===== src/rtl/ndpad_pkg.sv =====
// Shared constants, word types and config field helpers for the N-d pad
// source address generator. No dependencies.
package ndpad_pkg;

	localparam int MAX_RANK    = 4;
	localparam int DIM_BITS    = 16;
	localparam int INDEX_BITS  = 32;
	localparam int NUM_COORDS  = 4;
	localparam int COORD_BITS  = 16;
	localparam int CFG_BITS    = 64;
	localparam int ADDR_BITS   = 5;
	localparam int REG_IDX_LSB = 3;
	localparam int REG_IDX_BITS = ADDR_BITS - REG_IDX_LSB;

	// shifted coordinate (signed), its magnitude and the reflect period 2(n-1)
	localparam int IC_BITS  = DIM_BITS + 2;
	localparam int ABS_BITS = DIM_BITS + 1;
	localparam int P_BITS   = DIM_BITS + 1;

	// remainder pipeline: REM_STEP restoring steps per stage
	localparam int REM_STEP   = 6;
	localparam int REM_STAGES = (ABS_BITS + REM_STEP - 1) / REM_STEP;
	localparam int DVD_BITS   = REM_STAGES * REM_STEP;

	localparam int RANK_BITS = (MAX_RANK > 1) ? $clog2(MAX_RANK) : 1;

	localparam logic [CFG_BITS-1:0] SIZES_RESET = CFG_BITS'(64'h1111_1111_1111_1111);

	typedef enum logic [1:0] {
		MODE_CONSTANT = 2'd0,
		MODE_EDGE     = 2'd1,
		MODE_REFLECT  = 2'd2
	} pad_mode_t;

	typedef enum logic [REG_IDX_BITS-1:0] {
		REG_PAD_MODE    = REG_IDX_BITS'(0),
		REG_PAD_VALUE   = REG_IDX_BITS'(1),
		REG_INPUT_SIZES = REG_IDX_BITS'(2),
		REG_BEGIN_PADS  = REG_IDX_BITS'(3)
	} reg_idx_t;

	typedef logic [NUM_COORDS-1:0][COORD_BITS-1:0] coord_arr_t;
	typedef logic [RANK_BITS-1:0] rank_idx_t;

	// per-dimension state while the reflect remainder is worked out
	typedef struct packed {
		logic [IC_BITS-1:0]  ic;
		logic                oob;
		logic [DVD_BITS-1:0] dvd;
		logic [P_BITS-1:0]   rem;
	} dim_t;

	typedef struct packed {
		dim_t [MAX_RANK-1:0] dim;
	} rem_item_t;

	// linear index accumulation word
	typedef struct packed {
		logic [INDEX_BITS-1:0]              lin;
		logic [MAX_RANK-1:0][DIM_BITS-1:0] coord;
		logic                               use_const;
	} mac_item_t;

	// field of dimension d in a packed register; absent when it does not fit
	function automatic logic [DIM_BITS-1:0] dim_field(input logic [CFG_BITS-1:0] reg_val,
			input int d, input logic [DIM_BITS-1:0] absent);
		logic [CFG_BITS-1:0] sh;
		sh = reg_val >> ((MAX_RANK - 1 - d) * DIM_BITS);
		if ((MAX_RANK - d) * DIM_BITS > CFG_BITS) begin
			return absent;
		end
		return sh[DIM_BITS-1:0];
	endfunction

	// input size, zero read as one
	function automatic logic [DIM_BITS-1:0] dim_size(input logic [CFG_BITS-1:0] sizes,
			input int d);
		logic [DIM_BITS-1:0] f;
		f = dim_field(sizes, d, DIM_BITS'(1));
		return (f == '0) ? DIM_BITS'(1) : f;
	endfunction

	function automatic logic [DIM_BITS-1:0] dim_pad(input logic [CFG_BITS-1:0] pads,
			input int d);
		return dim_field(pads, d, '0);
	endfunction

	function automatic logic [P_BITS-1:0] dim_period(input logic [CFG_BITS-1:0] sizes,
			input int d);
		return {dim_size(sizes, d) - DIM_BITS'(1), 1'b0};
	endfunction

endpackage


===== src/rtl/ndpad_fold.sv =====
// Resolves each coordinate by pad mode (in range, clamp, reflect, constant).
// Depends on ndpad_pkg.
module ndpad_fold (
	input  logic                         clk,
	input  logic                         arst_n,
	input  logic                         in_valid,
	output logic                         in_ready,
	input  ndpad_pkg::rem_item_t         in_item,
	input  logic [ndpad_pkg::CFG_BITS-1:0] sizes,
	input  logic [1:0]                   mode,
	output logic                         out_valid,
	output ndpad_pkg::mac_item_t         out_item,
	input  logic                         out_ready
);
	import ndpad_pkg::*;

	logic      vld_s3;
	mac_item_t item_s3;
	mac_item_t nxt;

	always_comb begin
		logic [DIM_BITS-1:0] n;
		logic [P_BITS-1:0]   p;
		logic [P_BITS-1:0]   r;
		logic                any_oob;
		logic                use_const;
		nxt     = '0;
		any_oob = 1'b0;
		for (int d = 0; d < MAX_RANK; d++) begin
			n = dim_size(sizes, d);
			p = dim_period(sizes, d);
			r = in_item.dim[d].rem;
			any_oob = any_oob || in_item.dim[d].oob;
			nxt.coord[d] = in_item.dim[d].ic[DIM_BITS-1:0];
			if (in_item.dim[d].oob) begin
				case (mode)
					MODE_EDGE: begin
						nxt.coord[d] = in_item.dim[d].ic[IC_BITS-1] ? '0 : n - DIM_BITS'(1);
					end
					MODE_REFLECT: begin
						if (n == DIM_BITS'(1)) begin
							nxt.coord[d] = '0;
						end else if (r < P_BITS'(n)) begin
							nxt.coord[d] = r[DIM_BITS-1:0];
						end else begin
							nxt.coord[d] = DIM_BITS'(p - r);
						end
					end
					default: begin
						nxt.coord[d] = '0;
					end
				endcase
			end
		end
		use_const = any_oob && (mode != MODE_EDGE) && (mode != MODE_REFLECT);
		// zero coordinates make the accumulated index come out as 0
		if (use_const) begin
			nxt.coord = '0;
		end
		nxt.use_const = use_const;
		nxt.lin       = INDEX_BITS'(nxt.coord[0]);
	end

	assign in_ready  = !vld_s3 || out_ready;
	assign out_valid = vld_s3;
	assign out_item  = item_s3;

	always_ff @(posedge clk or negedge arst_n) begin
		if (!arst_n) begin
			vld_s3 <= 1'b0;
		end else if (in_ready) begin
			vld_s3 <= in_valid;
		end
	end

	always_ff @(posedge clk) begin
		if (in_ready && in_valid) begin
			item_s3 <= nxt;
		end
	end

endmodule


===== config.mk =====
export PLATFORM = sky130hd
export DESIGN_NAME = ndpad_fold
export DESIGN_NICKNAME = d
export VERILOG_FILES = /design/src/rtl/ndpad_pkg.sv /design/src/rtl/ndpad_fold.sv
export SDC_FILE = /design/constraint.sdc
export NUM_CORES = 1
export LEC_CHECK = 0
export BUFFER_PORTS_ARGS = -buffer_cell sky130_fd_sc_hd__clkbuf_2
export CORE_AREA = 2 2 149 151
export CTS_CLUSTER_SIZE = 28
export DETAILED_ROUTE_END_ITERATION = 10
export DIE_AREA = 0 0 151 153
export PLACE_DENSITY = 0.75
export SLEW_MARGIN = 40
export SYNTH_ARGS = -nofsm -noshare
export SYNTH_HDL_FRONTEND = slang
export SYNTH_SLANG_ARGS = --single-unit

===== constraint.sdc =====
create_clock -name clk -period 3.6 [get_ports clk]
set_input_delay 0.18 -clock clk [delete_from_list [all_inputs] [get_ports clk]]
set_output_delay 0.18 -clock clk [all_outputs]
set_load 0.01 [all_outputs]

# --- After elaboration in Yosys (flattened, before gate mapping) ---
# Cells that the tools add are included.
# W data, S select, Z words.
op_classes:
  addsub: 8
  n_mul: 0
  div: 0
  magnitude_cmp: 4
  eq_ne: 8
  shift: 0
  mux: 24
  n_bitwise: 0
  reduce_logical: 12
op_table:
  columns: ["operator", "n"]
  rows:
  - ["$mux W16", 20]
  - ["$pmux W16 S2", 4]
  - ["$lt A17 B16 Y1", 4]
  - ["$eq A16 B1 Y1 const B", 4]
  - ["$logic_not A16 Y1", 4]
  - ["$sub A16 B1 Y16 const B", 4]
  - ["$sub A16 B16 Y16", 4]
  - ["$logic_or A1 B1 Y1", 4]
  - ["$logic_and A1 B1 Y1", 3]
  - ["$eq A2 B1 Y1 const B", 1]
  - ["$eq A2 B2 Y1 const B", 1]
  - ["$ne A2 B1 Y1 const B", 1]
  - ["$ne A2 B2 Y1 const B", 1]
  - ["$logic_not A1 Y1", 1]
totals:
  ff_bits: 66
  latchBits: 0
  mem_bits_rw: 0
  mem_bits_ro: 0
  input_bits: 286
  output_inout_bits: 99
  wordCells: 62
  mem_count: 0

# --- Logic depth before layout (Yosys ltp) ---
# Gate-level depths: netlist of the first run.
logic_depth:
  depth_word: 8
  mapped_depth: 17
  mapped_depth_nobuf: 17

# --- Worst setup path after synthesis of the first run ---
# Ideal clock, no wire load.
synth_timing:
  kind: "input to register"
  start: "input port sizes[52] in the netlist's numbering"
  end: "register item_s3, in the netlist out_item[15] (data pin)"
  setup_time_ps: 278
  arrival_time_ps: 3718
  t_required_ps: 3322
  setup_slack_ps: -396
  path_stages: 16
  path_buffers: 0
  path_cell_list: "nor4_1 -> nand4_1 -> o21bai_1 -> inv_1 -> ha_1 -> inv_1 -> ha_1 -> a21o_1 -> a21oi_1 -> o21bai_1 -> a2111o_1 -> a41oi_1 -> o21ai_0 -> a21oi_1 -> xor2_1 -> o311ai_0"
synth_between:
  elab_chain_len: 8
  elab_cells_between_ends: 11
  cone_classes: "2 x add/sub; 1 x order compare; 1 x eq/ne; 6 x mux; 1 x reduce/logical"
synth_lines:
  columns: ["element", "line_no", "source"]
  rows:
  - ["from (decl)", "ndpad_fold.sv:9", "input logic [ndpad_pkg::CFG_BITS-1:0] sizes,"]
  - ["$logic_not A16 Y1", "ndpad_pkg.sv:80", "return (f == '0) ? DIM_BITS'(1) : f;"]
  - ["$mux W16 *", "ndpad_pkg.sv:80", null]
  - ["$sub A16 B1 Y16", "ndpad_fold.sv:38", "nxt.coord[d] = in_item.dim[d].ic[IC_BITS-1] ? '0 : n - DIM_BITS'(1);"]
  - ["$sub A16 B16 Y16", "ndpad_fold.sv:46", "nxt.coord[d] = DIM_BITS'(p - r);"]
  - ["$mux W16", "ndpad_fold.sv:43", "end else if (r < P_BITS'(n)) begin"]
  - ["$mux W16", "ndpad_fold.sv:41", "if (n == DIM_BITS'(1)) begin"]
  - ["$pmux W16 S2 *", "ndpad_fold.sv:36", "case (mode)"]
  - ["$mux W16 *", "ndpad_fold.sv:35", "if (in_item.dim[d].oob) begin"]
  - ["to (signal assigned)", "ndpad_fold.sv:78", "item_s3 <= nxt;"]
  - ["to (decl)", "ndpad_fold.sv:18", "mac_item_t item_s3;"]
# Every way passes the cells marked *; elsewhere a longest branch is shown, timed or not.
# A chain may end at the register's enable or synchronous reset.

# --- Worst setup path in the final report of the first run ---
layout_timing:
  start: "input port sizes[44] in the netlist's numbering"
  end: "register item_s3, in the netlist out_item[30] (data pin)"
# Same word-level chain as after synthesis.

==> impl_metrics.json, run 1 <==
{
  "path_delay_family": "simple AND/OR/NAND/NOR gates",
  "max_stage_delay_ns": 0.55,
  "dp_hpwl_mm": 27.2,
  "postLayoutCoreUtil_pct": 60.4,
  "synth-compound-area-share_pct": 23.1,
  "yosys.area_share.adder_pct": 17.1,
  "dieArea_um2": 23100,
  "hold_slack_ns": 0.0476,
  "avgSynthCellArea_um2": 7.91,
  "clk_pin_slew_ns": 0.05,
  "placed_cells": 1923,
  "cts_inserted_buffers": 9,
  "viasPerCell": 5.58,
  "p_seq_share_pct": 27.1,
  "synth_edf_count": 65,
  "insertion_delay_ns": 0.35,
  "setup_viol": 0,
  "port_buffers": 292,
  "grt_overflow": 0,
  "most-common-layout-cells": "clkbuf_2 (292), buf_4 (169), inv_1 (152)",
  "synth_top_family_by_area": "compound AO/OA/AOI/OAI gates",
  "drive_above_1_share_pct": 31.7,
  "status": "completed",
  "grt_pass1_vias": 10395,
  "yosysSeqAreaShare_pct": 20.4,
  "cts_sinks": 66,
  "muxShareOfSynthArea_pct": 1.57,
  "grt_pass1_wl_mm": 51.1,
  "ys.flop_type": "edfxtp_1",
  "p_leak_uw": 0.00650,
  "pin_count": 385,
  "p_per_area_nw_per_um2": 263,
  "core-area_um2": 21500,
  "endpoint_kind": "flop",
  "startpoint_type": "input pin",
  "synthSimpleGateAreaFrac_pct": 20.2,
  "swShare_pct": 37.7,
  "routedWlPerCell_um": 17.1,
  "synthDistinctLibCells": 77,
  "clock_power_share_pct": 23.8,
  "diodes": 0,
  "power.internal_uw": 2130,
  "relSlewSlack_pct": 47.5,
  "wirelength_mm": 33.2,
  "cts_tree": "done",
  "cpMaxStageDelayCell": "or4_4",
  "rsz0062_at_grt": "yes",
  "clockBufferDepth": 2,
  "finClkSkew_ns": 0.00902,
  "die_y_um": 153,
  "antenna_found_initial": 1,
  "fillers": 1946,
  "fin_cells": 1946,
  "die_w_um": 151,
  "worstSetupPathType": "input pin to flop",
  "globalplace.congestion": 0.964,
  "fin_crit_ns": 3.43,
  "worst_pin_slew_ns": 0.785,
  "dp_worst_setup_slack_ns": -0.256,
  "final_common_cell": "clkbuf_2",
  "post-route-drc-count": 0,
  "root_buffer": "clkbuf_16",
  "p_switching_uw": 1290,
  "fin_ws_ns": 0.168,
  "synth-seq-cells": 66,
  "combPwrFrac_pct": 49.1,
  "drv_cap": 0,
  "drt_pass1_iterations": 5,
  "critPathBufInv": 1,
  "grt_usage_pct": 27.8,
  "cpMostUsedCell": "nor2b_1",
  "ant_nets": 0,
  "cp_cell_sequence": "clkbuf_2, or4_4, nor3_4, a31oi_2, ha_2, and3_4, nand3_2, xnor2_2, ha_1, nor2b_1, nor2_1, nor3b_2, a21oi_1, nor2b_1, or4_1, a32oi_1, o21ai_1",
  "min_path_type": "input pin to flop",
  "worstPathRequired_ns": 3.68,
  "grt_max_degree": 38,
  "netlist_area_um2": 9700,
  "cp.arrival_ns": 3.51,
  "power_uw": 3420,
  "initial_core_util_pct": 45.2,
  "rows": 54,
  "peakVddDrop_mv": 0.212,
  "fin_crit_sh_pct": 95.3,
  "vias": 10850,
  "area.growth.synth_to_final_pct": 33.9,
  "h-tree-depth": 3,
  "hold_viol": 0,
  "final_nets": 2078,
  "synth_cells": 1227,
  "fmax_mhz": 291,
  "drv_slew": 0,
  "path_max_fanout": 3,
  "drtIter0Drc": 653,
  "yosysWarnings": 0,
  "async_reset_ff_share_pct": 1.52,
  "synth-xor-area-share_pct": 8.12
}
-- cell families after synthesis --
kind of cell,after synthesis
compound gates,334
xor+xnor,90
buf+inv,207
other cells,1
mux,15
simple gates,384
flops,66
fa+ha+maj,130
-- state kept, by name, indices dropped and copies added, names as in the netlist --
register   count
out_item      65
out_valid      1
-- layer usage --
| metal | share of wire (%) | vias to the layer above | routed length [um] | track usage [%] |
|---|---|---|---|---|
| li1 | - | 5310 | - | - |
| met1 | 41 | 4967 | 13800 | 35.0 |
| met2 | 48 | 498 | 15900 | 47.9 |
| met3 | 8.2 | 73 | 2730 | 4.75 |
| met4 | 2.7 | 2 | 882 | 9.61 |
| met5 | 0.036 | - | 12 | 0 |
-- area by class of cell --
cell class / count / area, um^2 / share of cell area, %
multi-input combinational: 969 / 7070 / 54.5
timing repair buffer: 463 / 2760 / 21.3
sequential: 66 / 1980 / 15.2
inverter: 153 / 574 / 4.42
tap: 280 / 350 / 2.70
clock buffer: 10 / 229 / 1.76
clock inverter: 5 / 22.5 / 0.173
-- worst paths after layout --
check	slack (ns)	startpoint	depth (start not counted)	end
max in group asynchronous	3.33	arst_n	2	out_valid
worst min-delay path	0.05	in_valid	2	out_valid
worst min register to register	0.54	out_valid	2	out_valid
worst max-delay path	0.17	sizes[44]	17	out_item[30]
min in group asynchronous	0.17	arst_n	2	out_valid
worst max register to register	2.01	out_valid	3	out_item[51]
-- metrics by stage --
stage               instance area, um^2  setup TNS (ns)
finish                            13000               0
global route                      13000          -0.348
CTS                               12800               0
detailed placement                12600           -2.95
global placement                  12500           -1.79
floorplan                          9860               0
-- cell usage after synthesis, types with 5 or more instances --
master	instances	area, um^2
a22o_1	11	96.3
o21a_1	11	82.6
and2_1	5	31.3
buf_4	32	240
xor2_1	27	236
a211oi_1	11	82.6
o31ai_1	10	75.1
nor2_1	103	387
xnor2_1	63	552
nand2_1	72	270
o2111ai_1	5	43.8
a22oi_1	28	210
nor4_1	19	119
a2bb2oi_1	7	61.3
o211ai_1	6	45.0
nand2b_1	20	125
inv_1	152	571
nand3_1	29	145
nand4_1	21	131
or4_1	5	37.5
a31oi_1	9	56.3
nor3_1	45	225
and3_1	10	62.6
mux2i_1	13	130
o21ai_0	63	315
or3_1	15	93.8
edfxtp_1	65	1950
a21oi_1	83	415
o22ai_1	9	56.3
ha_1	126	1580
a21o_1	30	225
nor2b_1	15	93.8
clkbuf_1	15	56.3
-- power by group through the flow --
| stage | logic (uW) | clock network, uW | registers, uW |
|---|---|---|---|
| after floorplan | 967 | 0 | 967 |
| after detailed placement | 1610 | 0 | 943 |
| after global routing | 1850 | 847 | 931 |
| final | 1680 | 816 | 927 |
| after global placement | 1580 | 0 | 943 |
| after CTS | 1630 | 824 | 928 |
-- what timing repair did --
item,CTS,global route
setup buffers,0,7
hold buffers,1,0
setup endpoints to repair,0,17
resized for setup,0,17
hold endpoints to repair,1,0
No activity file was read; power rests on OpenSTA's default activity.
==> run 2: changes to the inputs <==
MAX_ROUTING_LAYER = met4   (was unset)
==> run 2 against run 1 <==
Against the previous run:
- flip-flop and latch count stayed put
- core utilization increased by 0.42 points
- sequential share of layout area fell by 0.10 points
- critical path type unchanged
- first-iteration DRC count is 4.1% higher
- register-to-register slack gained 0.02 ns
==> impl_metrics.json, run 2 (synthesis results as in run 1) <==
{
  "dieArea_um2": 23100,
  "postLayoutCellArea_um2": 13100,
  "drt_pass1_iterations": 5,
  "path_max_fanout": 2,
  "reg2reg_depth": 3,
  "worstSetupPathType": "input pin to flop",
  "grt_pass1_wl_mm": 52.6,
  "finClkSkew_ns": 0.00687,
  "grt_max_degree": 39,
  "reg2reg_setup_slack_ns": 2.03,
  "r2r-end": "out_item[61]",
  "die_w_um": 151,
  "cp.depth": 17,
  "timing.rr.start": "out_valid",
  "min_path_type": "input pin to flop",
  "placed_cell_area_um2": 12600,
  "post-route-drc-count": 0,
  "critPathBufInv": 3,
  "drtIter0Drc": 680,
  "worstPathRequired_ns": 3.66,
  "cts_inserted_buffers": 9,
  "port_buffers": 292,
  "wirelength_mm": 33.6,
  "vias": 10896,
  "endpoint_kind": "flop",
  "clockBufferDepth": 2,
  "ant_nets": 0,
  "critPathLaunch": "sizes[59]",
  "cp_cell_sequence": "clkbuf_2, nor4_4, nand4_1, o21bai_2, inv_1, ha_2, inv_1, ha_1, a21o_1, a21oi_2, o21bai_1, a2111o_1, a41oi_2, o21ai_0, a21oi_1, xor2_1, o311ai_1",
  "drv_cap": 0,
  "peakVddDrop_mv": 0.166,
  "p_per_area_nw_per_um2": 268,
  "cts_tree": "done",
  "die_y_um": 153,
  "cpMostUsedCell": "inv_1",
  "most-common-layout-cells": "clkbuf_2 (292), buf_4 (171), inv_1 (152)",
  "dp_hpwl_mm": 27.5,
  "relSlewSlack_pct": 47.9,
  "dp_worst_setup_slack_ns": -0.262,
  "antenna_found_initial": 1,
  "setup_viol": 0,
  "cp.arrival_ns": 3.55,
  "grt_usage_pct": 29.3,
  "hold_viol": 0,
  "cpMaxStageDelayCell": "a2111o_1",
  "worst_pin_slew_ns": 0.779,
  "pin_count": 385,
  "grt_overflow": 0,
  "root_buffer": "clkbuf_16",
  "globalplace.congestion": 0.967,
  "cts_sinks": 66,
  "fin_ws_ns": 0.115,
  "max_stage_delay_ns": 0.46,
  "rows": 54,
  "initial_core_util_pct": 45.2,
  "startpoint_type": "input pin",
  "viasPerCell": 5.59,
  "area.growth.synth_to_final_pct": 34.8,
  "insertion_delay_ns": 0.34,
  "fmax_mhz": 287,
  "path_delay_family": "compound AO/OA/AOI/OAI gates",
  "setup-tns-final_ns": 0,
  "fin_crit_ns": 3.48,
  "largest_reg_flops": 65,
  "status": "completed",
  "clk_pin_slew_ns": 0.06,
  "fin_crit_sh_pct": 96.8,
  "final_common_cell": "clkbuf_2",
  "core-area_um2": 21500,
  "crit_path_end": "out_item[15]",
  "fin_cells": 1950,
  "drv_slew": 0,
  "h-tree-depth": 3,
  "grt_pass1_vias": 10746,
  "p_leak_uw": 0.00654,
  "placed_cells": 1930,
  "final_nets": 2081,
  "routedWlPerCell_um": 17.2,
  "drive_above_1_share_pct": 32.2
}
[run 2: cell type report]
| type | count | area (um^2) |
|---|---|---|
| clock buffers | 10 | 229 |
| inverters | 153 | 574 |
| repair buffers | 466 | 2790 |
| fillers | 1978 | 8410 |
| flip-flops and latches | 66 | 1980 |
| diodes | 1 | 2.50 |
| clock inverters | 5 | 46.3 |
| multi-input cells | 969 | 7110 |
| well taps | 280 | 350 |
[run 2: worst min path at each step]
stage                 to  depth (start not counted)      from
2_1_floorplan  out_valid                          0    arst_n
3_3_place_gp   out_valid                          1    arst_n
3_5_place_dp   out_valid                          1    arst_n
4_1_cts        out_valid                          2  in_valid
5_1_grt        out_valid                          2  in_valid
6_report       out_valid                          2  in_valid
[run 2: metal layers]
metal,vias to the layer above,track usage (%),routed length (um)
met5,-,-,0
met4,0,10.9,1080
met3,86,5.64,2400
met2,463,48.6,16100
met1,5022,35.1,14000
li1,5325,-,-
[run 2: power by group]
| group | internal, uW | leakage, uW | switching [uW] | total [uW] |
|---|---|---|---|---|
| combinational | 778 | 0.00575 | 918 | 1700 |
| sequential | 908 | 0.000655 | 18.9 | 927 |
| clock | 525 | 0.000135 | 352 | 877 |
| total | 2210 | 0.00654 | 1290 | 3500 |
[run 2: timing repair]
action,4_1_cts,5_1_grt
resized for setup,1,27
pin swaps,0,18
setup buffers,0,3
hold endpoints to repair,1,0
setup endpoints to repair,1,15
hold buffers,1,0
[run 2: through the flow]
stage          total power [uW]  hold WS (ns)  utilization (%)
2_1_floorplan              1930        -0.116                -
3_3_place_gp               2540       -0.0236             58.6
3_5_place_dp               2570       -0.0269             58.8
4_1_cts                    3460        0.0552             60.1
5_1_grt                    3730        0.0589             60.9
6_report                   3500        0.0657             60.9
